<file path="src/design/mcbar_pkg.sv">
// Shared types and constants for the multi-channel bridge converter reader.
// Used by the lane, the sequencer and the top level; no dependencies.
`default_nettype none
package mcbar_pkg;

   localparam int CHANNELS    = 6;
   localparam int SAMPLE_BITS = 24;
   localparam int MAX_CH      = 8;
   localparam int OUT_CH      = 6;
   localparam int FIELD_BITS  = 24;
   localparam int LINE_BITS   = 6;
   localparam int BIT_CNT_W   = $clog2(SAMPLE_BITS + 1);

   localparam logic [1:0] REG_TIMEOUT_MS  = 2'd0;
   localparam logic [1:0] REG_HALF_PERIOD = 2'd1;
   localparam logic [1:0] REG_EXTRA       = 2'd2;

   localparam logic KIND_TICK  = 1'b0;
   localparam logic KIND_START = 1'b1;

   localparam int REQ_DATA_W = 8;
   localparam int RSP_DATA_W = 152;

   typedef struct packed {
      logic [7:0] timeout_ms;
      logic [7:0] half_period_ticks;
      logic [1:0] extra_pulses;
   } cfg_type;

   typedef struct packed {
      logic clear;
      logic shift;
      logic capture;
   } lane_ctl_type;

   typedef struct packed {
      logic clock_level;
      logic busy;
      logic done;
      logic timed_out;
   } status_type;

   function automatic logic [FIELD_BITS-1:0] to_field(input logic [SAMPLE_BITS-1:0] v);
      logic signed [31:0] w;
      w = 32'($signed(v));
      return w[FIELD_BITS-1:0];
   endfunction

endpackage
`default_nettype wire

</file>
<file path="src/design/multi_channel_bridge_adc_reader_top.sv">
// Multi-channel bridge converter reader: one response for each request, tick or start.
// The response for a request is registered in the output register, or in the skid register under stall.
// Throughput: one request per cycle while the skid register is empty; a skid register absorbs one response under stall.
// Reset: synchronous; sequencer idle, counters zero, registers 10/1/1, output empty.
// Held samples and shift registers reset to zero.
// Depends on mcbar_pkg, mcbar_seq and mcbar_lane.
`default_nettype none
module multi_channel_bridge_adc_reader_top (
   input  wire logic                                  clock,
   input  wire logic                                  reset,
   input  wire logic                                  req_tvalid,
   output logic                                       req_tready,
   // [5:0] data_lines, [6] ms_strobe, [7] zero
   input  wire logic [mcbar_pkg::REQ_DATA_W-1:0]      req_tdata,
   // [0] kind
   input  wire logic                                  req_tuser,
   output logic                                       rsp_tvalid,
   input  wire logic                                  rsp_tready,
   // [0] clock_level, [1] busy_res, [2] done_res, [3] timed_out,
   // [27:4] sample_0 ... [147:124] sample_5, [151:148] zero
   output logic [mcbar_pkg::RSP_DATA_W-1:0]           rsp_tdata,
   input  wire logic                                  csr_valid,
   output logic                                       csr_ready,
   input  wire logic [1:0]                            csr_index,
   input  wire logic [7:0]                            csr_data
);
   import mcbar_pkg::*;

   cfg_type                   cfg_ff;
   logic                      accept;
   lane_ctl_type              ctl;
   status_type                status;
   logic [MAX_CH-1:0]         lines_ext;
   logic [SAMPLE_BITS-1:0]    held [CHANNELS];
   logic [RSP_DATA_W-1:0]     result;
   logic                      out_valid_ff, skid_valid_ff;
   logic [RSP_DATA_W-1:0]     out_data_ff, skid_data_ff;
   logic                      out_stall;

   assign csr_ready  = 1'b1;
   assign req_tready = !skid_valid_ff;
   assign accept     = req_tvalid && req_tready;
   assign lines_ext  = MAX_CH'(req_tdata[LINE_BITS-1:0]);

   always_ff @(posedge clock) begin
      if (reset) begin
         cfg_ff.timeout_ms        <= 8'd10;
         cfg_ff.half_period_ticks <= 8'd1;
         cfg_ff.extra_pulses      <= 2'd1;
      end else if (csr_valid && csr_ready) begin
         unique case (csr_index)
            REG_TIMEOUT_MS:  cfg_ff.timeout_ms        <= csr_data;
            REG_HALF_PERIOD: cfg_ff.half_period_ticks <= csr_data;
            REG_EXTRA:       cfg_ff.extra_pulses      <= csr_data[1:0];
            default: begin
            end
         endcase
      end
   end

   mcbar_seq u_seq (
      .clock       (clock),
      .reset       (reset),
      .enable      (accept),
      .cfg         (cfg_ff),
      .kind        (req_tuser),
      .lines_clear (lines_ext[CHANNELS-1:0] == '0),
      .ms_strobe   (req_tdata[LINE_BITS]),
      .ctl         (ctl),
      .status      (status)
   );

   for (genvar k = 0; k < CHANNELS; k++) begin : g_lane
      mcbar_lane u_lane (
         .clock    (clock),
         .reset    (reset),
         .enable   (accept),
         .ctl      (ctl),
         .data_bit (lines_ext[k]),
         .held     (held[k])
      );
   end

   always_comb begin
      result    = '0;
      result[0] = status.clock_level;
      result[1] = status.busy;
      result[2] = status.done;
      result[3] = status.timed_out;
      for (int k = 0; k < OUT_CH; k++) begin
         if (k < CHANNELS) begin
            result[4 + k*FIELD_BITS +: FIELD_BITS] = to_field(held[k % CHANNELS]);
         end
      end
   end

   assign out_stall = out_valid_ff && !rsp_tready;

   always_ff @(posedge clock) begin
      if (reset) begin
         out_valid_ff  <= 1'b0;
         skid_valid_ff <= 1'b0;
      end else if (out_stall) begin
         if (accept) begin
            skid_valid_ff <= 1'b1;
         end
      end else if (skid_valid_ff) begin
         out_valid_ff  <= 1'b1;
         skid_valid_ff <= 1'b0;
      end else begin
         out_valid_ff <= accept;
      end
   end

   always_ff @(posedge clock) begin
      if (out_stall) begin
         if (accept) begin
            skid_data_ff <= result;
         end
      end else if (skid_valid_ff) begin
         out_data_ff <= skid_data_ff;
      end else if (accept) begin
         out_data_ff <= result;
      end
   end

   assign rsp_tvalid = out_valid_ff;
   assign rsp_tdata  = out_data_ff;

   a_skid_needs_out: assert property (@(posedge clock) disable iff (reset)
      skid_valid_ff |-> out_valid_ff)
      else $error("skid register holds a response while the output is empty");

   a_done_not_busy: assert property (@(posedge clock) disable iff (reset)
      rsp_tvalid && rsp_tdata[2] |-> !rsp_tdata[1] && !rsp_tdata[3])
      else $error("completed read reported as still busy or timed out");

   a_timeout_not_busy: assert property (@(posedge clock) disable iff (reset)
      rsp_tvalid && rsp_tdata[3] |-> !rsp_tdata[1])
      else $error("timed out read still reported busy");

   a_stall_holds: assert property (@(posedge clock) disable iff (reset)
      out_stall |=> out_valid_ff && $stable(out_data_ff))
      else $error("stalled response changed");

endmodule
`default_nettype wire

</file>
<file path="src/design/mcbar_lane.sv">
// One converter channel: shift register and held sample.
// Depends on mcbar_pkg for the lane control struct and sample width.
`default_nettype none
module mcbar_lane (
   input  wire logic                             clock,
   input  wire logic                             reset,
   input  wire logic                             enable,
   input  wire mcbar_pkg::lane_ctl_type          ctl,
   input  wire logic                             data_bit,
   output logic [mcbar_pkg::SAMPLE_BITS-1:0]     held
);
   import mcbar_pkg::*;

   logic [SAMPLE_BITS-1:0] shift_ff, shift_in;
   logic [SAMPLE_BITS-1:0] held_ff, held_in;

   always_comb begin
      shift_in = shift_ff;
      held_in  = held_ff;
      if (ctl.clear) begin
         shift_in = '0;
      end else if (ctl.shift) begin
         shift_in = {shift_ff[SAMPLE_BITS-2:0], data_bit};
      end
      if (ctl.capture) begin
         held_in = shift_ff;
      end
   end

   always_ff @(posedge clock) begin
      if (reset) begin
         shift_ff <= '0;
         held_ff  <= '0;
      end else if (enable) begin
         shift_ff <= shift_in;
         held_ff  <= held_in;
      end
   end

   // show the sample as it stands after this transfer
   assign held = held_in;

endmodule
`default_nettype wire

</file>
<file path="src/design/mcbar_seq.sv">
// Read sequencer: ready wait, timeout, clock pulse timing and bit counting.
// Depends on mcbar_pkg; drives the lane controls and per-item status.
`default_nettype none
module mcbar_seq (
   input  wire logic                         clock,
   input  wire logic                         reset,
   input  wire logic                         enable,
   input  wire mcbar_pkg::cfg_type           cfg,
   input  wire logic                         kind,
   input  wire logic                         lines_clear,
   input  wire logic                         ms_strobe,
   output mcbar_pkg::lane_ctl_type           ctl,
   output mcbar_pkg::status_type             status
);
   import mcbar_pkg::*;

   typedef enum logic [2:0] {
      PH_IDLE, PH_WAIT, PH_HIGH, PH_LOW, PH_XHIGH, PH_XLOW
   } phase_type;

   phase_type              phase_ff, phase_in;
   logic [BIT_CNT_W-1:0]   bit_ff, bit_in;
   logic [7:0]             tick_ff, tick_in;
   logic [8:0]             ms_ff, ms_in;

   logic [7:0]             half_period;
   logic [1:0]             extra;
   logic [7:0]             tick_next;
   logic [8:0]             ms_next;
   logic [BIT_CNT_W-1:0]   bit_next;
   logic                   clk_lvl, done, tmo;

   always_comb begin
      half_period = (cfg.half_period_ticks == 8'd0) ? 8'd1 : cfg.half_period_ticks;
      extra       = (cfg.extra_pulses == 2'd0) ? 2'd1 : cfg.extra_pulses;
      tick_next   = tick_ff + 8'((tick_ff != 8'hFF) ? 1 : 0);
      ms_next     = ms_ff + 9'((ms_ff != 9'h1FF) ? 1 : 0);
      bit_next    = bit_ff + BIT_CNT_W'(1);
      phase_in    = phase_ff;
      bit_in      = bit_ff;
      tick_in     = tick_ff;
      ms_in       = ms_ff;
      ctl         = '0;
      clk_lvl     = 1'b0;
      done        = 1'b0;
      tmo         = 1'b0;
      if (kind == KIND_START) begin
         if (phase_ff == PH_IDLE) begin
            phase_in = PH_WAIT;
            ms_in    = '0;
         end
         clk_lvl = (phase_ff == PH_HIGH) || (phase_ff == PH_XHIGH);
      end else begin
         unique case (phase_ff)
            PH_IDLE: begin
            end
            PH_WAIT: begin
               if (lines_clear) begin
                  phase_in  = PH_HIGH;
                  tick_in   = '0;
                  bit_in    = '0;
                  ctl.clear = 1'b1;
               end else if (ms_strobe) begin
                  ms_in = ms_next;
                  if (ms_next > {1'b0, cfg.timeout_ms}) begin
                     phase_in = PH_IDLE;
                     tmo      = 1'b1;
                  end
               end
            end
            PH_HIGH, PH_XHIGH: begin
               clk_lvl = 1'b1;
               tick_in = tick_next;
               if (tick_next >= half_period) begin
                  ctl.shift = (phase_ff == PH_HIGH);
                  phase_in  = (phase_ff == PH_HIGH) ? PH_LOW : PH_XLOW;
                  tick_in   = '0;
               end
            end
            PH_LOW, PH_XLOW: begin
               tick_in = tick_next;
               if (tick_next >= half_period) begin
                  tick_in = '0;
                  bit_in  = bit_next;
                  if (phase_ff == PH_LOW) begin
                     if (bit_next >= BIT_CNT_W'(SAMPLE_BITS)) begin
                        bit_in   = '0;
                        phase_in = PH_XHIGH;
                     end else begin
                        phase_in = PH_HIGH;
                     end
                  end else if (bit_next >= BIT_CNT_W'(extra)) begin
                     ctl.capture = 1'b1;
                     bit_in      = '0;
                     phase_in    = PH_IDLE;
                     done        = 1'b1;
                  end else begin
                     phase_in = PH_XHIGH;
                  end
               end
            end
            default: begin
               phase_in = PH_IDLE;
            end
         endcase
      end
      if (!enable) begin
         ctl = '0;
      end
      status.clock_level = clk_lvl;
      status.busy        = (phase_in != PH_IDLE);
      status.done        = done;
      status.timed_out   = tmo;
   end

   always_ff @(posedge clock) begin
      if (reset) begin
         phase_ff <= PH_IDLE;
         bit_ff   <= '0;
         tick_ff  <= '0;
         ms_ff    <= '0;
      end else if (enable) begin
         phase_ff <= phase_in;
         bit_ff   <= bit_in;
         tick_ff  <= tick_in;
         ms_ff    <= ms_in;
      end
   end

endmodule
`default_nettype wire

</file>
<file path="config.mk">
export PLATFORM = sky130hd
export DESIGN_NAME = multi_channel_bridge_adc_reader_top
export DESIGN_NICKNAME = d
export VERILOG_FILES = /design/src/design/mcbar_pkg.sv /design/src/design/multi_channel_bridge_adc_reader_top.sv /design/src/design/mcbar_lane.sv /design/src/design/mcbar_seq.sv
export SDC_FILE = /design/constraint.sdc
export NUM_CORES = 1
export LEC_CHECK = 0
export ABC_CLOCK_PERIOD_IN_PS = 20800
export BUFFER_PORTS_ARGS = -buffer_cell sky130_fd_sc_hd__buf_4
export CORE_ASPECT_RATIO = 1.25
export CORE_MARGIN = 1.5
export CORE_UTILIZATION = 61
export DETAILED_ROUTE_END_ITERATION = 6
export HOLD_SLACK_MARGIN = 0.05
export PLACE_DENSITY = 0.81
export SLEW_MARGIN = 20
export SYNTH_ARGS = -nofsm -noshare
export SYNTH_HDL_FRONTEND = slang
export SYNTH_SLANG_ARGS = --single-unit
</file>
<file path="constraint.sdc">
create_clock -name clock -period 20.8 [get_ports clock]
set_input_delay 2.08 -clock clock [delete_from_list [all_inputs] [get_ports clock]]
set_output_delay 2.08 -clock clock [all_outputs]
set_load 0.02 [all_outputs]
</file>
==> results of run 1 <==
[final cells by class]
cell class | count | share of cell area (%)
flip-flops and latches | 629 | 56.4
well taps | 498 | 2.26
clock inverters | 21 | 0.812
inverters | 24 | 0.354
repair buffers | 191 | 5.28
clock buffers | 83 | 5.85
multi-input cells | 1593 | 29.0
[registers in the layout (all words and copies together) (netlist names)]
name,count
rsp_tdata,148
skid_valid_ff,1
u_seq.tick_ff,8
u_seq.phase_ff,3
g_lane.u_lane.shift_ff,144
u_seq.ms_ff,9
skid_data_ff,148
u_seq.bit_ff,5
rsp_tvalid,1
cfg_ff,18
g_lane.u_lane.held_ff,144
[stage by stage]
step | instances | total power (uW) | worst slack, ns | utilization [%]
floorplan | 2434 | 1420 | 11.73 | -
global placement | 2934 | 1470 | 15.78 | 65.4
detailed placement | 2934 | 1470 | 15.71 | 65.4
CTS | 3038 | 2480 | 15.69 | 70.1
global route | 3039 | 2530 | 15.40 | 70.1
finish | 3039 | 2470 | 15.66 | 70.1
[cell families after synthesis]
kind of cell | Yosys count
AND/OR/NAND/NOR | 871
multiplexers | 11
adder cells (fa/ha/maj) | 23
AO/OA/AOI/OAI | 668
buffers and inverters | 212
other | 2
XOR/XNOR | 15
flip-flops | 629
[critical path, cell delays in order (launching register included)]
cell and delay [ns]:
dfxtp_1 0.43, and3_1 0.24, and3_1 0.19, nand4_1 0.10, ha_1 0.24, ha_1 0.28, nand3_1 0.13, xnor2_1 0.09
ha_1 0.31, o2111ai_1 0.17, o221ai_2 0.45, and4_4 0.94, buf_4 0.74, nand3_1 0.24, a31oi_1 0.31
[placed cells by master (no fill, tap or decap), types with 12 or more instances in the layout]
| cell type | count |
|---|---|
| a21oi_1 | 315 |
| a22oi_1 | 12 |
| a31oi_1 | 148 |
| buf_4 | 188 |
| clkbuf_1 | 17 |
| clkbuf_16 | 57 |
| dfxtp_1 | 333 |
| edfxtp_1 | 296 |
| ha_1 | 23 |
| inv_1 | 23 |
| nand2_1 | 385 |
| nand2b_1 | 12 |
| nand3_1 | 224 |
| nor2_1 | 194 |
| o21ai_0 | 149 |
| o21ai_1 | 12 |
[worst max-delay path by stage]
stage,from,endpoint,slack (ns),cells past startpoint
after floorplan,rsp_tready,skid_data_ff[0],11.73,2
after global placement,u_seq.tick_ff[2],rsp_tdata[30],15.78,14
after detailed placement,u_seq.tick_ff[2],rsp_tdata[30],15.71,14
after CTS,u_seq.tick_ff[2],rsp_tdata[67],15.69,14
after global routing,u_seq.tick_ff[2],rsp_tdata[30],15.40,14
final,u_seq.tick_ff[2],rsp_tdata[8],15.66,14
[metal layers]
layer	vias up	GRT usage [%]	routed length, um
li1	8806	-	-
met1	8878	33.3	22600
met2	691	45.3	27500
met3	84	3.49	3490
met4	0	9.09	1270
met5	-	0	0
[where the power goes]
| part | total [uW] | switching [uW] | internal, uW |
|---|---|---|---|
| sequential | 1330 | 11.1 | 1320 |
| combinational | 110 | 76.9 | 33.1 |
| clock | 1030 | 443 | 587 |
| total | 2470 | 531 | 1940 |
==> flow_summary_export.csv, run 1 <==
group,metric,value,unit
cells_and_area,fill_cells,2854,
critical_path,crit_arrival,5.54,ns
critical_path,rrSetupSlack,15.66,ns
critical_path,r2r-start,"u_seq.tick_ff[2]",
logic_synthesis,yosysTopAreaCellShare,36.3,%
cells_and_area,n_antenna_cell,0,
logic_synthesis,ys.flop_type,"dfxtp_1",
clocking,cts_hold_buf,0,
logic_synthesis,synth_fa_ha_area_share,1.18,%
grt,grt_pass1_vias,17600,
routing,totalWireLength,54.8,mm
placed_design,place_area,0.0257,mm2
timing,clock_skew,0.0205,ns
cells_and_area,area_growth,12.7,%
placed_design,place_congestion,0.792,
clocking,cts_sinks,629,
floorplanning,ios,179,
logic_synthesis,yosysSeqAreaShare,63.6,%
logic_synthesis,yosysMostFrequentCell,"nand2_1",
logic_synthesis,synthSimpleGateAreaFrac,15.3,%
timing,hold_viol_final,0,
timing,clock.fmax,194,MHz
clocking,cts_resized,0,
timing,hold_slack,0.468,ns
grt,grt_pass1_wl,87.0,mm
clocking,post_cts_buffers,0,
logic_synthesis,synth_common_cells,"nand2_1, dfxtp_1, a21oi_1, edfxtp_1, nand3_1",
clocking,h-tree-depth,2,
worst_hold_path,holdPathStages,2,
routing,via_count,18500,
run_status,status,"finished, final reports clean",
flow_run,cap_violations,0,
routing,ant_nets,0,
routing,drt-vias-per-instance,6.07,
logic_synthesis,synthCells,2431,
logic_synthesis,async_reset_ff_share,0,%
logic_synthesis,synth_area_leader_cell,"edfxtp_1",
logic_synthesis,synth-compound-area-share,15.0,%
logic_synthesis,synthMuxAreaShare,0.455,%
logic_synthesis,synth_top_family_by_area,"simple AND/OR/NAND/NOR gates",
logic_synthesis,synth-edff-count,296,
logic_synthesis,ys_types,55,
timing,fin_crit_sh,24.7,%
critical_path,worstPathMaxFanout,77,
grt,antenna_found_initial,0,
cells_and_area,multi_input_area,0.00801,mm2
cells_and_area,layout-drive-gt1-share,11.4,%
timing,slew_headroom,29.4,%
placed_design,dp_hpwl,29.7,mm
logic_synthesis,ys_top_cells_by_area,"edfxtp_1, dfxtp_1, a21oi_1",
logic_synthesis,yosys_warnings,0,
timing,rsz0062_at_grt,"no",
clocking,tritoncts,"done",
routing,detail_route.wl_per_cell,18.0,um
floorplanning,dieArea,0.0413,mm2
timing,layout_min_cycle_time,5.14,ns
timing,worstMarginPinSlew,1.06,ns
timing,finalSetupTns,0,ns
pwr,peakVddDrop,0.0726,mV
routing,drc,0,
logic_synthesis,ys_ff_latch,629,
worst_hold_path,hold_path.class,"reg2reg",
grt,grt_max_degree,143,
critical_path,cp.required,21.20,ns
cells_and_area,design_area,0.0276,mm2
floorplanning,start_util,62.2,%
critical_path,r2r-end,"rsp_tdata[8]",
clocking,root_buffer,"clkbuf_16",
worst_hold_path,hold_end,"g_lane[2].u_lane.shift_ff[5]",
pwr,power.density,89.7,mW/mm2
routing,drt_iter0_markers,1966,
floorplanning,rows,81,
critical_path,critical_path_class,"reg2reg",
floorplanning,die_h,227,um
cells_and_area,final_nets,2542,
pwr,p_leak,0.0103,uW
floorplanning,die_w,182,um
floorplanning,coreArea,0.0393,mm2
clocking,cts_buffers,56,
timing,setup_viol,0,
critical_path,startpoint_type,"flop",
clocking,clkTransAtPathRegs,0.07,ns
grt,grt-ovfl-total,0,
clocking,clock_path_buffers,3,
logic_synthesis,syn_avg_cell_area,10.1,um2
routing,dr.pass1.iters,6,
worst_hold_path,min_from,"g_lane[2].u_lane.shift_ff[4]",
critical_path,endpoint_kind,"flop",
timing,slew_viol_final,0,
clocking,clk_latency,0.59,ns
logic_synthesis,synthXorXnorAreaFrac,0.537,%
placed_design,io_buffers,172,
cells_and_area,register_area,0.0156,mm2
logic_synthesis,netlist_area,0.0245,mm2
grt,grt_usage,25.9,%
critical_path,worstRegToRegCells,14,
(Power assumes the default switching activity.)
==> run 2, diff against run 1 <==
--- a/config.mk
+++ b/config.mk
@@ -5,14 +5,14 @@
 export SDC_FILE = /design/constraint.sdc
 export NUM_CORES = 1
 export LEC_CHECK = 0
-export ABC_CLOCK_PERIOD_IN_PS = 20800
+export ABC_CLOCK_PERIOD_IN_PS = 4700
 export BUFFER_PORTS_ARGS = -buffer_cell sky130_fd_sc_hd__buf_4
 export CORE_ASPECT_RATIO = 1.25
 export CORE_MARGIN = 1.5
-export CORE_UTILIZATION = 61
+export CORE_UTILIZATION = 54
 export DETAILED_ROUTE_END_ITERATION = 6
 export HOLD_SLACK_MARGIN = 0.05
-export PLACE_DENSITY = 0.81
+export PLACE_DENSITY = 0.76
 export SLEW_MARGIN = 20
 export SYNTH_ARGS = -nofsm -noshare
 export SYNTH_HDL_FRONTEND = slang
==> constraint.sdc (replaced) <==
create_clock -name clock -period 4.7 [get_ports clock]
set_input_delay 0.47 -clock clock [delete_from_list [all_inputs] [get_ports clock]]
set_output_delay 0.47 -clock clock [all_outputs]
set_load 0.02 [all_outputs]
==> run 2 against run 1 <==
Compared with the run above:
- the flow now finishes with violations (DRC)
- die area is 13% higher
- register-to-register slack worse by 15 ns
- clock skew hardly changed
- core utilization is 8.1 points lower
- clock-buffer cell count is 8 lower
- non-clock buffer count is 5 higher
- combinational power grew to 4.4 times the previous value
- first-iteration DRC count is 12% lower
- largest power group unchanged
==> flow_summary_export.csv, run 2 (synthesis gave the netlist of run 1 again) <==
group,metric,value,unit
critical_path,worstPathMaxFanout,82,
timing,setup_viol,0,
floorplanning,coreArea,0.0450,mm2
cells_and_area,layout_commonest_cell,"nand2_1",
run_status,status,"complete, but fails checks",
grt,grt_max_degree,189,
placed_design,dp_slack,0.552,ns
grt,grt_pass1_vias,17500,
placed_design,io_buffers,172,
grt,grt_pass1_wl,87.3,mm
placed_design,place_congestion,0.790,
routing,via_count,18100,
clocking,cts_sinks,629,
run_status,failed_checks,"DRC",
cells_and_area,fill_cells,3626,
timing,clock_skew,0.0208,ns
timing,slew_viol_final,0,
floorplanning,die_w,193,um
timing,hold_viol_final,0,
placed_design,placed_cells,3020,
flow_run,cap_violations,0,
placed_design,place_area,0.0260,mm2
cells_and_area,final_cell_mix,"nand2_1, dfxtp_1, a21oi_1",
timing,layout_min_cycle_time,4.29,ns
timing,finalSetupTns,0,ns
cells_and_area,register_area,0.0156,mm2
worst_hold_path,hold_path.class,"in2reg",
timing,slew_headroom,21.1,%
timing,clock.fmax,233,MHz
timing,setup_ws,0.407,ns
routing,totalWireLength,54.4,mm
critical_path,endpoint_kind,"flop",
pwr,p_leak,0.0104,uW
routing,drt_iter0_markers,1724,
clocking,tritoncts,"done",
critical_path,startpoint_type,"flop",
timing,hold_slack,0.118,ns
clocking,cts_buffers,56,
timing,worstMarginPinSlew,1.18,ns
timing,rsz0062_at_grt,"no",
routing,ant_nets,0,
worst_hold_path,holdPathStages,2,
clocking,cts_hold_buf,0,
clocking,root_buffer,"clkbuf_16",
grt,antenna_found_initial,0,
grt,grt_usage,22.9,%
placed_design,dp_hpwl,30.5,mm
clocking,clk_latency,0.59,ns
pwr,peakVddDrop,0.293,mV
timing,fin_crit_sh,91.3,%
floorplanning,rows,87,
routing,drc,28,
pwr,swShare,21.2,%
clocking,clock_path_buffers,3,
routing,detail_route.wl_per_cell,17.4,um
clocking,cts_resized,0,
pwr,seqPwrFrac,53.3,%
cells_and_area,area_growth,13.9,%
floorplanning,start_util,54.4,%
routing,dr.pass1.iters,7,
cells_and_area,multi_input_area,0.00801,mm2
pwr,p_switching,2340,uW
pwr,p_clk_share,42.3,%
critical_path,crit_arrival,4.53,ns
pwr,power.density,397,mW/mm2
cells_and_area,layout-drive-gt1-share,11.7,%
pwr,p_int,8720,uW
critical_path,critical_path_class,"reg2reg",
floorplanning,ios,179,
critical_path,worstRegToRegCells,14,
floorplanning,die_h,241,um
clocking,h-tree-depth,2,
routing,drt-vias-per-instance,5.80,
pwr,comb_power_share,4.4,%
clocking,post_cts_buffers,0,
cells_and_area,final_nets,2547,
floorplanning,dieArea,0.0466,mm2
clocking,clkTransAtPathRegs,0.06,ns
grt,grt-ovfl-total,0,
critical_path,cp.required,4.93,ns
cells_and_area,design_area,0.0279,mm2
cells_and_area,final_cells,3126,
-- run 2: worst max-delay path, stage by stage, from the launching register on --
cell and delay [ns]:
dfxtp_1 0.43, and3_1 0.23, and3_1 0.19, nand4_1 0.11, ha_1 0.24, ha_1 0.28, nand3_1 0.13, xnor2_1 0.09
ha_1 0.30, o2111ai_1 0.19, o221ai_2 0.46, nand4_1 0.33, buf_12 0.29, o21ai_0 0.39, a31oi_1 0.22
-- run 2: final timing paths --
kind                                 startpoint                             to  slack, ns
hold / removal                      csr_data[3]                     cfg_ff[13]       0.12
hold reg to reg   g_lane[1].u_lane.shift_ff[19]  g_lane[1].u_lane.shift_ff[20]       0.46
setup / recovery               u_seq.tick_ff[2]                  rsp_tdata[96]       0.41
setup reg to reg               u_seq.tick_ff[2]                  rsp_tdata[96]       0.41
-- run 2: cell type report --
class | count | area share (%)
inverters | 24 | 0.350
flip-flops and latches | 629 | 55.8
diodes | 1 | 0.00898
multi-input cells | 1593 | 28.7
clock buffers | 75 | 5.62
clock inverters | 30 | 1.19
well taps | 578 | 2.59
repair buffers | 196 | 5.71
-- run 2: per-stage QoR --
stage / utilization [%] / power [uW]
floorplan: - / 6290
global placement: 57.8 / 6500
detailed placement: 57.8 / 6510
CTS: 62.0 / 11100
global route: 62.0 / 11400
finish: 62.0 / 11100
-- run 2: per-layer routing --
layer  routed length (um)  part of all wire [%]  vias to the layer above  global-route usage, %
met2                26900                    49                      599                   40.0
met1                23000                    42                     8647                   29.4
met4                 1410                   2.6                        0                   8.06
met5                    0                     0                        -                      0
met3                 3130                   5.8                       81                   2.95
li1                     -                     -                     8815                      -
-- run 2: power groups by stage --
stage / sequential (uW) / clock, uW / combinational, uW
finish: 5900 / 4670 / 487
global route: 5900 / 4960 / 521
CTS: 5900 / 4760 / 491
detailed placement: 6020 / 0 / 490
global placement: 6010 / 0 / 486
floorplan: 6110 / 0 / 185
